===== config.mk =====
export PLATFORM = sky130hd
export DESIGN_NAME = active_note_tracker
export DESIGN_NICKNAME = d
export VERILOG_FILES = /design/src/hdl/ant_pkg.sv /design/src/hdl/ant_ram.sv /design/src/hdl/ant_ctrl.sv /design/src/hdl/ant_dpath.sv /design/src/hdl/active_note_tracker.sv
export SDC_FILE = /design/constraint.sdc
export NUM_CORES = 2
export LEC_CHECK = 0
export ABC_AREA = 1
export BUFFER_PORTS_ARGS = -buffer_cell sky130_fd_sc_hd__buf_2
export CAP_MARGIN = 0
export CORE_MARGIN = 2
export CORE_UTILIZATION = 30
export DETAILED_ROUTE_END_ITERATION = 10
export REMOVE_ABC_BUFFERS = 1
export SLEW_MARGIN = 20
export SYNTH_ARGS = -nofsm -noshare
export SYNTH_HDL_FRONTEND = slang
export SYNTH_SLANG_ARGS = --single-unit

===== constraint.sdc =====
create_clock -name clock -period 12.43 [get_ports clock]
set_clock_uncertainty 0.1 [all_clocks]
set_input_delay 2.486 -clock clock [delete_from_list [all_inputs] [get_ports clock]]
set_output_delay 2.486 -clock clock [all_outputs]
set_load 0.02 [all_outputs]

===== src/hdl/ant_pkg.sv =====
`timescale 1ns / 1ps

package ant_pkg;

   localparam int MAX_NOTES_DEF = 16;
   localparam int CNT_W = 5;

   typedef enum logic [2:0] {
      OP_NOTE_ON   = 3'd0,
      OP_NOTE_OFF  = 3'd1,
      OP_REL_CLIP  = 3'd2,
      OP_REL_DEST  = 3'd3,
      OP_ALL_OFF   = 3'd4
   } op_type;

   typedef enum logic [2:0] {
      KIND_DONE  = 3'd0,
      KIND_OFF   = 3'd1,
      KIND_RESET = 3'd2,
      KIND_PASS  = 3'd3,
      KIND_DROP  = 3'd4
   } kind_type;

   typedef enum logic [1:0] {
      ADDR_I    = 2'd0,
      ADDR_J    = 2'd1,
      ADDR_LAST = 2'd2
   } addr_sel_type;

   typedef enum logic [2:0] {
      FIN_KEEP = 3'd0,
      FIN_HELD = 3'd1,
      FIN_INC  = 3'd2,
      FIN_DEC  = 3'd3,
      FIN_SUB  = 3'd4,
      FIN_ZERO = 3'd5
   } fin_type;

   // One table entry: key is {group, chan, note, clip flag}.
   typedef struct packed {
      logic [15:0] key;
      logic [31:0] dest;
      logic [31:0] source;
      logic [31:0] clip;
   } entry_type;

   localparam int ENTRY_W = $bits(entry_type);

   typedef struct packed {
      logic         req_load;
      logic         i_clr;
      logic         i_inc;
      logic         i_from_fb;
      logic         j_clr;
      logic         j_inc;
      logic         cnt_inc;
      logic         fb_set;
      logic         cur_load;
      addr_sel_type addr_sel;
      logic         wr_en;
      logic         wr_from_req;
      logic         held_inc;
      logic         held_dec;
      logic         held_clr;
      logic         drop_inc;
      fin_type      fin;
      logic         emit;
      logic         emit_rd;
      kind_type     kind;
   } cmd_type;

   typedef struct packed {
      op_type op;
      logic   i_end;
      logic   j_eq_i;
      logic   full;
      logic   exact;
      logic   partial;
      logic   have_fb;
      logic   rel_match;
      logic   rd_dest_eq;
      logic   seen;
      logic   out_free;
   } sts_type;

endpackage


===== src/hdl/ant_ram.sv =====
`timescale 1ns / 1ps

module ant_ram #(
   parameter int WIDTH = 8,
   parameter int DEPTH = 16,
   localparam int AW = (DEPTH > 1) ? $clog2(DEPTH) : 1
) (
   input  logic             clock,
   input  logic             wr_en,
   input  logic [AW-1:0]    wr_addr,
   input  logic [WIDTH-1:0] wr_data,
   input  logic [AW-1:0]    rd_addr,
   output logic [WIDTH-1:0] rd_data
);

   logic [WIDTH-1:0] mem [DEPTH];

   always_ff @(posedge clock) begin
      if (wr_en) begin
         mem[wr_addr] <= wr_data;
      end
      rd_data <= mem[rd_addr];
   end

endmodule


===== src/hdl/ant_ctrl.sv =====
`timescale 1ns / 1ps

module ant_ctrl (
   input  logic             clock,
   input  logic             reset,
   input  logic             req_valid,
   output logic             req_ready,
   input  ant_pkg::sts_type sts,
   output ant_pkg::cmd_type cmd
);

   import ant_pkg::*;

   typedef enum logic [20:0] {
      S_IDLE     = 21'h000001,
      S_DISPATCH = 21'h000002,
      S_ON       = 21'h000004,
      S_DONE     = 21'h000008,
      S_AO_RD    = 21'h000010,
      S_AO_EV    = 21'h000020,
      S_RS_RD    = 21'h000040,
      S_RS_EV    = 21'h000080,
      S_RSJ_RD   = 21'h000100,
      S_RSJ_EV   = 21'h000200,
      S_RS_EMIT  = 21'h000400,
      S_CNT_RD   = 21'h000800,
      S_CNT_EV   = 21'h001000,
      S_RM_RD    = 21'h002000,
      S_RM_EV    = 21'h004000,
      S_RM_EMIT  = 21'h008000,
      S_MV_RD    = 21'h010000,
      S_MV_WR    = 21'h020000,
      S_OFF_RD   = 21'h040000,
      S_OFF_EV   = 21'h080000,
      S_OFF_EMIT = 21'h100000
   } state_type;

   state_type state_ff, state_in;

   always_ff @(posedge clock) begin
      if (reset) begin
         state_ff <= S_IDLE;
      end else begin
         state_ff <= state_in;
      end
   end

   assign req_ready = (state_ff == S_IDLE);

   always_comb begin
      cmd      = '0;
      state_in = state_ff;
      unique case (state_ff)
         S_IDLE: begin
            if (req_valid) begin
               cmd.req_load = 1'b1;
               state_in     = S_DISPATCH;
            end
         end
         S_DISPATCH: begin
            cmd.i_clr = 1'b1;
            unique case (sts.op)
               OP_NOTE_ON:  state_in = S_ON;
               OP_NOTE_OFF: state_in = S_OFF_RD;
               OP_REL_CLIP,
               OP_REL_DEST: state_in = S_CNT_RD;
               OP_ALL_OFF: begin
                  cmd.fin  = FIN_ZERO;
                  state_in = S_AO_RD;
               end
               default: begin
                  cmd.fin  = FIN_HELD;
                  state_in = S_DONE;
               end
            endcase
         end
         S_ON: begin
            if (sts.out_free) begin
               cmd.emit = 1'b1;
               if (sts.full) begin
                  cmd.drop_inc = 1'b1;
                  cmd.fin      = FIN_HELD;
                  cmd.kind     = KIND_DROP;
               end else begin
                  cmd.wr_en       = 1'b1;
                  cmd.wr_from_req = 1'b1;
                  cmd.held_inc    = 1'b1;
                  cmd.fin         = FIN_INC;
                  cmd.kind        = KIND_PASS;
               end
               state_in = S_IDLE;
            end
         end
         S_DONE: begin
            if (sts.out_free) begin
               cmd.emit     = 1'b1;
               cmd.kind     = KIND_DONE;
               cmd.held_clr = (sts.op == OP_ALL_OFF);
               state_in     = S_IDLE;
            end
         end
         S_AO_RD: begin
            if (sts.i_end) begin
               cmd.i_clr = 1'b1;
               state_in  = S_RS_RD;
            end else begin
               state_in = S_AO_EV;
            end
         end
         S_AO_EV: begin
            if (sts.out_free) begin
               cmd.emit    = 1'b1;
               cmd.emit_rd = 1'b1;
               cmd.kind    = KIND_OFF;
               cmd.i_inc   = 1'b1;
               state_in    = S_AO_RD;
            end
         end
         S_RS_RD: begin
            if (sts.i_end) begin
               if (sts.op == OP_ALL_OFF) begin
                  state_in = S_DONE;
               end else begin
                  cmd.i_clr = 1'b1;
                  state_in  = S_RM_RD;
               end
            end else begin
               state_in = S_RS_EV;
            end
         end
         S_RS_EV: begin
            cmd.cur_load = 1'b1;
            if (sts.op == OP_REL_DEST && !sts.rd_dest_eq) begin
               cmd.i_inc = 1'b1;
               state_in  = S_RS_RD;
            end else begin
               cmd.j_clr = 1'b1;
               state_in  = S_RSJ_RD;
            end
         end
         S_RSJ_RD: begin
            cmd.addr_sel = ADDR_J;
            state_in     = sts.j_eq_i ? S_RS_EMIT : S_RSJ_EV;
         end
         S_RSJ_EV: begin
            if (sts.seen) begin
               cmd.i_inc = 1'b1;
               state_in  = S_RS_RD;
            end else begin
               cmd.j_inc = 1'b1;
               state_in  = S_RSJ_RD;
            end
         end
         S_RS_EMIT: begin
            if (sts.out_free) begin
               cmd.emit  = 1'b1;
               cmd.kind  = KIND_RESET;
               cmd.i_inc = 1'b1;
               state_in  = S_RS_RD;
            end
         end
         S_CNT_RD: begin
            if (sts.i_end) begin
               cmd.fin   = FIN_SUB;
               cmd.i_clr = 1'b1;
               state_in  = (sts.op == OP_REL_DEST) ? S_RS_RD : S_RM_RD;
            end else begin
               state_in = S_CNT_EV;
            end
         end
         S_CNT_EV: begin
            cmd.cnt_inc = sts.rel_match;
            cmd.i_inc   = 1'b1;
            state_in    = S_CNT_RD;
         end
         S_RM_RD: begin
            state_in = sts.i_end ? S_DONE : S_RM_EV;
         end
         S_RM_EV: begin
            if (sts.rel_match) begin
               cmd.cur_load = 1'b1;
               state_in     = S_RM_EMIT;
            end else begin
               cmd.i_inc = 1'b1;
               state_in  = S_RM_RD;
            end
         end
         S_RM_EMIT: begin
            if (sts.out_free) begin
               cmd.emit = 1'b1;
               cmd.kind = KIND_OFF;
               state_in = S_MV_RD;
            end
         end
         S_MV_RD: begin
            cmd.addr_sel = ADDR_LAST;
            state_in     = S_MV_WR;
         end
         S_MV_WR: begin
            cmd.wr_en    = 1'b1;
            cmd.held_dec = 1'b1;
            state_in     = (sts.op == OP_NOTE_OFF) ? S_OFF_EMIT : S_RM_RD;
         end
         S_OFF_RD: begin
            if (sts.i_end) begin
               if (sts.have_fb) begin
                  cmd.i_from_fb = 1'b1;
                  cmd.fin       = FIN_DEC;
                  state_in      = S_MV_RD;
               end else begin
                  cmd.fin  = FIN_HELD;
                  state_in = S_OFF_EMIT;
               end
            end else begin
               state_in = S_OFF_EV;
            end
         end
         S_OFF_EV: begin
            if (sts.exact) begin
               cmd.fin  = FIN_DEC;
               state_in = S_MV_RD;
            end else begin
               cmd.fb_set = sts.partial && !sts.have_fb;
               cmd.i_inc  = 1'b1;
               state_in   = S_OFF_RD;
            end
         end
         S_OFF_EMIT: begin
            if (sts.out_free) begin
               cmd.emit = 1'b1;
               cmd.kind = KIND_PASS;
               state_in = S_IDLE;
            end
         end
         default: begin
            state_in = S_IDLE;
         end
      endcase
   end

endmodule


===== src/hdl/ant_dpath.sv =====
`timescale 1ns / 1ps

module ant_dpath #(
   parameter int MAX_NOTES = ant_pkg::MAX_NOTES_DEF
) (
   input  logic             clock,
   input  logic             reset,
   input  ant_pkg::cmd_type cmd,
   output ant_pkg::sts_type sts,
   input  logic [2:0]       req_op,
   input  logic [3:0]       req_group,
   input  logic [3:0]       req_chan,
   input  logic [6:0]       req_note_number,
   input  logic [31:0]      req_dest,
   input  logic [31:0]      req_source_track,
   input  logic             req_is_from_clip,
   input  logic [31:0]      req_clip,
   input  logic [47:0]      req_frame,
   output logic             rsp_valid,
   input  logic             rsp_ready,
   output logic [2:0]       rsp_kind,
   output logic [31:0]      rsp_out_dest,
   output logic [3:0]       rsp_out_group,
   output logic [3:0]       rsp_out_chan,
   output logic [6:0]       rsp_out_note,
   output logic [31:0]      rsp_out_source_track,
   output logic [47:0]      rsp_out_frame,
   output logic [4:0]       rsp_notes_held,
   output logic [15:0]      rsp_overflow_total,
   output logic             rsp_last
);

   import ant_pkg::*;

   localparam int AW = (MAX_NOTES > 1) ? $clog2(MAX_NOTES) : 1;

   // Latched request.
   logic [2:0]  op_ff;
   entry_type   req_ent_ff;
   logic [47:0] frame_ff;

   logic [CNT_W-1:0] i_ff, j_ff, cnt_ff, fb_ff, held_ff, fin_ff;
   logic [CNT_W-1:0] fin_in;
   logic             have_fb_ff;
   logic [15:0]      drop_ff, drop_in;
   entry_type        cur_ff;

   logic [ENTRY_W-1:0] rd_raw, wr_data;
   entry_type          rd_ent, emit_ent;
   logic [AW-1:0]      rd_addr, wr_addr;
   logic [CNT_W-1:0]   last_idx;

   assign rd_ent   = entry_type'(rd_raw);
   assign last_idx = held_ff - CNT_W'(1);

   always_comb begin
      unique case (cmd.addr_sel)
         ADDR_J:    rd_addr = j_ff[AW-1:0];
         ADDR_LAST: rd_addr = last_idx[AW-1:0];
         default:   rd_addr = i_ff[AW-1:0];
      endcase
   end

   assign wr_addr = cmd.wr_from_req ? held_ff[AW-1:0] : i_ff[AW-1:0];
   assign wr_data = cmd.wr_from_req ? ENTRY_W'(req_ent_ff) : rd_raw;

   ant_ram #(
      .WIDTH(ENTRY_W),
      .DEPTH(MAX_NOTES)
   ) u_ram (
      .clock  (clock),
      .wr_en  (cmd.wr_en),
      .wr_addr(wr_addr),
      .wr_data(wr_data),
      .rd_addr(rd_addr),
      .rd_data(rd_raw)
   );

   always_ff @(posedge clock) begin
      if (cmd.req_load) begin
         op_ff      <= req_op;
         req_ent_ff <= '{key:    {req_group, req_chan, req_note_number, req_is_from_clip},
                         dest:   req_dest,
                         source: req_source_track,
                         clip:   req_clip};
         frame_ff   <= req_frame;
      end
      if (cmd.cur_load) begin
         cur_ff <= rd_ent;
      end
   end

   always_comb begin
      unique case (cmd.fin)
         FIN_HELD: fin_in = held_ff;
         FIN_INC:  fin_in = held_ff + CNT_W'(1);
         FIN_DEC:  fin_in = held_ff - CNT_W'(1);
         FIN_SUB:  fin_in = held_ff - cnt_ff;
         FIN_ZERO: fin_in = '0;
         default:  fin_in = fin_ff;
      endcase
   end

   assign drop_in = (cmd.drop_inc && drop_ff != 16'hFFFF) ? drop_ff + 16'd1 : drop_ff;

   always_ff @(posedge clock) begin
      if (reset) begin
         i_ff       <= '0;
         j_ff       <= '0;
         cnt_ff     <= '0;
         fb_ff      <= '0;
         have_fb_ff <= 1'b0;
         held_ff    <= '0;
         fin_ff     <= '0;
         drop_ff    <= '0;
      end else begin
         if (cmd.req_load) begin
            cnt_ff     <= '0;
            have_fb_ff <= 1'b0;
         end
         if (cmd.i_clr) begin
            i_ff <= '0;
         end else if (cmd.i_from_fb) begin
            i_ff <= fb_ff;
         end else if (cmd.i_inc) begin
            i_ff <= i_ff + CNT_W'(1);
         end
         if (cmd.j_clr) begin
            j_ff <= '0;
         end else if (cmd.j_inc) begin
            j_ff <= j_ff + CNT_W'(1);
         end
         if (cmd.cnt_inc) begin
            cnt_ff <= cnt_ff + CNT_W'(1);
         end
         if (cmd.fb_set) begin
            fb_ff      <= i_ff;
            have_fb_ff <= 1'b1;
         end
         if (cmd.held_clr) begin
            held_ff <= '0;
         end else if (cmd.held_inc) begin
            held_ff <= held_ff + CNT_W'(1);
         end else if (cmd.held_dec) begin
            held_ff <= held_ff - CNT_W'(1);
         end
         fin_ff  <= fin_in;
         drop_ff <= drop_in;
      end
   end

   // Status towards the controller.
   always_comb begin
      sts.op         = op_type'(op_ff);
      sts.i_end      = (i_ff >= held_ff);
      sts.j_eq_i     = (j_ff == i_ff);
      sts.full       = (held_ff >= CNT_W'(MAX_NOTES));
      sts.partial    = (rd_ent.key[15:1] == req_ent_ff.key[15:1]) &&
                       (rd_ent.dest == req_ent_ff.dest);
      sts.exact      = sts.partial && (rd_ent.key[0] == req_ent_ff.key[0]) &&
                       (rd_ent.source == req_ent_ff.source) &&
                       (rd_ent.clip == req_ent_ff.clip);
      sts.have_fb    = have_fb_ff;
      sts.rd_dest_eq = (rd_ent.dest == req_ent_ff.dest);
      sts.rel_match  = (op_ff == OP_REL_DEST) ? sts.rd_dest_eq
                       : (rd_ent.key[0] && rd_ent.clip == req_ent_ff.clip);
      sts.seen       = (rd_ent.dest == cur_ff.dest) &&
                       (rd_ent.key[15:8] == cur_ff.key[15:8]);
      sts.out_free   = !rsp_valid || rsp_ready;
   end

   // Output register.
   assign emit_ent = cmd.emit_rd ? rd_ent : cur_ff;

   always_ff @(posedge clock) begin
      if (reset) begin
         rsp_valid <= 1'b0;
      end else if (cmd.emit) begin
         rsp_valid <= 1'b1;
      end else if (rsp_ready) begin
         rsp_valid <= 1'b0;
      end
   end

   always_ff @(posedge clock) begin
      if (cmd.emit) begin
         rsp_kind           <= cmd.kind;
         rsp_notes_held     <= fin_in;
         rsp_overflow_total <= drop_in;
         unique case (cmd.kind)
            KIND_PASS, KIND_DROP: begin
               rsp_out_dest         <= req_ent_ff.dest;
               rsp_out_group        <= req_ent_ff.key[15:12];
               rsp_out_chan         <= req_ent_ff.key[11:8];
               rsp_out_note         <= req_ent_ff.key[7:1];
               rsp_out_source_track <= req_ent_ff.source;
               rsp_out_frame        <= frame_ff;
               rsp_last             <= 1'b1;
            end
            KIND_OFF: begin
               rsp_out_dest         <= emit_ent.dest;
               rsp_out_group        <= emit_ent.key[15:12];
               rsp_out_chan         <= emit_ent.key[11:8];
               rsp_out_note         <= emit_ent.key[7:1];
               rsp_out_source_track <= emit_ent.source;
               rsp_out_frame        <= frame_ff;
               rsp_last             <= 1'b0;
            end
            KIND_RESET: begin
               rsp_out_dest         <= cur_ff.dest;
               rsp_out_group        <= cur_ff.key[15:12];
               rsp_out_chan         <= cur_ff.key[11:8];
               rsp_out_note         <= '0;
               rsp_out_source_track <= '0;
               rsp_out_frame        <= frame_ff;
               rsp_last             <= 1'b0;
            end
            default: begin
               rsp_out_dest         <= '0;
               rsp_out_group        <= '0;
               rsp_out_chan         <= '0;
               rsp_out_note         <= '0;
               rsp_out_source_track <= '0;
               rsp_out_frame        <= '0;
               rsp_last             <= 1'b1;
            end
         endcase
      end
   end

endmodule


===== src/hdl/active_note_tracker.sv =====
`timescale 1ns / 1ps

// Table of sounding MIDI notes with hung-note release.
// A request arrives on the req_ channel (valid/ready) and carries an operation:
// note-on, note-off, clip release, destination release or all-off. Each
// request produces one or more results on the rsp_ channel; the final one of
// a request has rsp_last set, and every result of a request reports the
// table occupancy and the dropped note-on count as they stand once the whole
// request has been applied.
// One request is handled at a time: the table lives in a RAM with registered
// read, and every scan step is split into an address step and a compare
// step. All-off and destination release add a channel-reset scan with an
// inner dedupe compare.
// A new request is taken once the previous one has put its last result into
// the output register, even if that result has not yet been collected.
// When the receiver stalls, the output register holds its result and the
// sequencer waits; nothing is lost. Reset empties the table and clears the
// overflow count; no clearing pass is needed.

module active_note_tracker #(
   parameter int MAX_NOTES = ant_pkg::MAX_NOTES_DEF
) (
   input  logic        clock,
   input  logic        reset,
   input  logic        req_valid,
   output logic        req_ready,
   input  logic [2:0]  req_op,
   input  logic [3:0]  req_group,
   input  logic [3:0]  req_chan,
   input  logic [6:0]  req_note_number,
   input  logic [31:0] req_dest,
   input  logic [31:0] req_source_track,
   input  logic        req_is_from_clip,
   input  logic [31:0] req_clip,
   input  logic [47:0] req_frame,
   output logic        rsp_valid,
   input  logic        rsp_ready,
   output logic [2:0]  rsp_kind,
   output logic [31:0] rsp_out_dest,
   output logic [3:0]  rsp_out_group,
   output logic [3:0]  rsp_out_chan,
   output logic [6:0]  rsp_out_note,
   output logic [31:0] rsp_out_source_track,
   output logic [47:0] rsp_out_frame,
   output logic [4:0]  rsp_notes_held,
   output logic [15:0] rsp_overflow_total,
   output logic        rsp_last
);

   import ant_pkg::*;

   // Commands from the sequencer and status back from the datapath.
   cmd_type cmd;
   sts_type sts;

   // The sequencer owns all ordering: the counting pass that fixes the final
   // occupancy, the dedupe scan for channel resets and the swap-remove moves.
   ant_ctrl u_ctrl (
      .clock    (clock),
      .reset    (reset),
      .req_valid(req_valid),
      .req_ready(req_ready),
      .sts      (sts),
      .cmd      (cmd)
   );

   // The datapath holds the table RAM, the scan indexes, the counters and the
   // output register.
   ant_dpath #(
      .MAX_NOTES(MAX_NOTES)
   ) u_dpath (
      .clock               (clock),
      .reset               (reset),
      .cmd                 (cmd),
      .sts                 (sts),
      .req_op              (req_op),
      .req_group           (req_group),
      .req_chan            (req_chan),
      .req_note_number     (req_note_number),
      .req_dest            (req_dest),
      .req_source_track    (req_source_track),
      .req_is_from_clip    (req_is_from_clip),
      .req_clip            (req_clip),
      .req_frame           (req_frame),
      .rsp_valid           (rsp_valid),
      .rsp_ready           (rsp_ready),
      .rsp_kind            (rsp_kind),
      .rsp_out_dest        (rsp_out_dest),
      .rsp_out_group       (rsp_out_group),
      .rsp_out_chan        (rsp_out_chan),
      .rsp_out_note        (rsp_out_note),
      .rsp_out_source_track(rsp_out_source_track),
      .rsp_out_frame       (rsp_out_frame),
      .rsp_notes_held      (rsp_notes_held),
      .rsp_overflow_total  (rsp_overflow_total),
      .rsp_last            (rsp_last)
   );

endmodule


==> metrics <==
worst flop-to-flop path startpoint=u_ctrl.state_ff[2]; Layout Cells excl Fill=12190; Max FO, Critical Path=214; DIE WIDTH=568.9 um; Hold Crit Start=u_dpath.fb_ff[0]; worst ir drop on vdd=0.1082 mV; gr usage total=15.04%; Pre-antenna DRT Iters=7; register bit total from synthesis=2367; PnR worst setup slack=6147 ps; kind of start point of the critical path=flip-flop; most common flop cell mapped by yosys=edfxtp_1; antenna cells=0; internal reg-to-reg setup slack=6150 ps; dominant cell type by area after synthesis=edfxtp_1; WHS Path Cells=2; max_cap viols=0; worst-skew pair later-pin latency=880 ps; critical path data arrival time=6960 ps; share of cells above drive strength 1=11.49%; pwr/cell area=147.9 mW/mm^2; dpl hpwl=139100 um; initial antenna violation count=15; Fillers=30590; vias in the first global route=56720; Crit Path Class=reg2reg; CTS tree=done; critical-path cell list=nor2_1 > inv_1 > nor2_1 > nand2_1 > nor2_1 > nand2_1 > nor4_2 > inv_1 > ha_1 > inv_2 > nand2_1 > o22ai_4 > buf_4 > inv_8 > buf_12 > buf_4 > o21ai_0 > a21oi_1 > o221ai_1 > nand2_1; DR DRC count=0; Post-CTS Hold Buffers=0; Avg WL per Cell=20.72 um; CP peak stage delay=890 ps; CTS sink count=2367; Post-Place Cells=11770; Peak Freq=159.2 MHz; Storage cell area=0.06927 mm^2; Hold Worst Slack=359.2 ps; final setup fails=0; synthesized netlist cell count=7545; most used cell, CP=nand2_1; Die Y=568.9 um; hold endpoint=u_dpath.fb_ff[0]; row count=207; post-layout minimum cycle time=6283 ps; Routed Antenna Nets=0; DR vias=59090; IO buf count=320; Final period util=50.55%; Nets=8008; final wirelength=252600 um; clock tree buffer depth=4; Clk pin slew, worst setup/hold paths=70 ps; unrepaired setup endpoints after global routing=no; post-synthesis cell type count=53; first-pass GRT wire length=369300 um; Hold Crit Class=reg2reg; core region area=0.3178 mm^2; Avg Inst Size Synth=12.69 um^2; CP required=13100 ps; Layout area overhead=14.68%; relative slew slack=20.77%; Leak=41.15 nW; drt initial violations=6170; H-tree depth=4; worst slew pin tran=1188 ps; R2R depth=20; dpl ws=5365 ps; Starting Density=30.13%; CTS root buf=clkbuf_16; Post-synth EDFFs=2186; post-synthesis sequential area ratio=72.34%; total grt overflow=0; run status=finished, final reports clean; area of the multi-input gates=0.02126 mm^2; Worst setup EP type=flip-flop; Post-Syn Area=0.09575 mm^2; Hold Vio Cnt, Final=0; Resized Gates After CTS=0; RePlAce Congestion=0.8435; Area contributors post-synth=edfxtp_1 (69%), o21ai_0 (4.8%), nand2_1 (4.1%), inv_1 (3.8%), dfxtp_1 (3.8%); reg-to-reg endpoint=u_dpath.u_ram.rd_data[75]; vias per cell=4.847; Inserted Clock Buffers=228; die footprint=0.3237 mm^2; Yosys top cell area share=68.56%; post-CTS setup buffers=0; number of I/O pins=321; Synth Warn #=0; cell with the largest stage delay on the worst path=buf_4; count of pins over their slew limit=0; Setup TNS=0 ps; ys async rst share=0%; largest net degree at the start of global routing=252; Layout Utilization=34.55%
==> state kept, by name, indices dropped and copies added, names as in the netlist, 7 cells and up <==
name	flops
u_dpath.rsp_out_note	7
u_dpath.rsp_out_source_track	32
u_ctrl.state_ff	21
u_dpath.req_ent_ff	112
u_dpath.rsp_overflow_total	16
u_dpath.u_ram.mem	1792
u_dpath.frame_ff	48
u_dpath.rsp_out_frame	48
u_dpath.drop_ff	16
u_dpath.rsp_out_dest	32
u_dpath.u_ram.rd_data	112
u_dpath.cur_ff	79
==> metal layers <==
layer,GRT usage (%),wire length (um),vias to the layer above
met5,0,40,-
met4,3.657,5639,6
met3,2.297,17920,370
met2,24.17,116300,2002
met1,21.25,112700,29260
li1,-,-,27450
==> placed cells by master (no fill, tap or decap), types with 163 or more instances in the layout <==
master / n
o211ai_1: 220
nor2_1: 215
nand2_1: 1037
o221ai_1: 197
dfxtp_1: 181
a21oi_1: 361
buf_2: 320
nand3_1: 163
edfxtp_1: 2186
mux2i_1: 224
inv_1: 976
o21ai_0: 905
clkbuf_16: 232
==> worst max-delay path: cells and delay by family (launching register included) <==
kind / cells / cell delay (ps)
AO/OA/AOI/OAI: 4 / 670
adder cells (fa/ha/maj): 1 / 440
buffers and inverters: 7 / 2810
flip-flops: 1 / 340
AND/OR/NAND/NOR: 8 / 1510
==> kinds of logic after synthesis <==
| kind of cell | share of synthesized area [%] |
|---|---|
| compound gates | 11.28 |
| buf+inv | 5.652 |
| mux | 2.342 |
| xor+xnor | 1.253 |
| simple gates | 6.885 |
| flops | 72.34 |
| fa+ha+maj | 0.2431 |
==> synthesized netlist by cell type, types with 17 or more instances <==
cell	instances
nand3_1	163
nor3_1	32
xnor2_1	99
o311ai_1	20
inv_1	978
o21ai_0	914
mux2i_1	224
nand4_1	40
clkbuf_1	329
buf_2	50
o21bai_1	22
ha_1	17
dfxtp_1	181
a21oi_1	361
xor2_1	38
edfxtp_1	2186
o221ai_1	197
nand2_1	1038
o211ai_1	220
nor2_2	24
buf_1	31
nor2_1	232
o311ai_0	38
==> final cells by class <==
type | instances | area share, %
Timing Repair Buffer | 466 | 2.688
Clock inverter | 105 | 0.8728
Inverter | 992 | 3.416
Clock buffer | 312 | 5.816
Tap cell | 4180 | 4.763
Multi-Input combinational cell | 3768 | 19.36
Sequential cell | 2367 | 63.08
==> power by group <==
part           total, mW  internal (mW)  switching [mW]
clock               6.88           3.92            2.97
sequential          8.88           8.80          0.0828
combinational      0.478          0.122           0.356
total               16.2           12.8            3.40
==> stage by stage <==
step	total power, mW	instance area, um^2
after floorplan	9.284	94060
after global placement	9.519	102400
after detailed placement	9.532	102400
after CTS	16.39	109800
after global routing	16.74	109800
final	16.25	109800
==> how the worst max path moves through the flow <==
stage               cells past startpoint               start  slack [ps]                          endpoint
finish                                 20  u_ctrl.state_ff[2]        6150         u_dpath.u_ram.rd_data[75]
CTS                                    20  u_ctrl.state_ff[2]        6160         u_dpath.u_ram.rd_data[75]
floorplan                              14  u_ctrl.state_ff[5]      -45580        u_dpath.u_ram.rd_data[108]
global placement                       11           rsp_ready        5450  u_dpath.rsp_out_source_track[31]
detailed placement                     11           rsp_ready        5360           u_dpath.rsp_out_note[6]
global route                           20  u_ctrl.state_ff[9]        5600         u_dpath.u_ram.rd_data[39]
(Power assumes the default switching activity.)
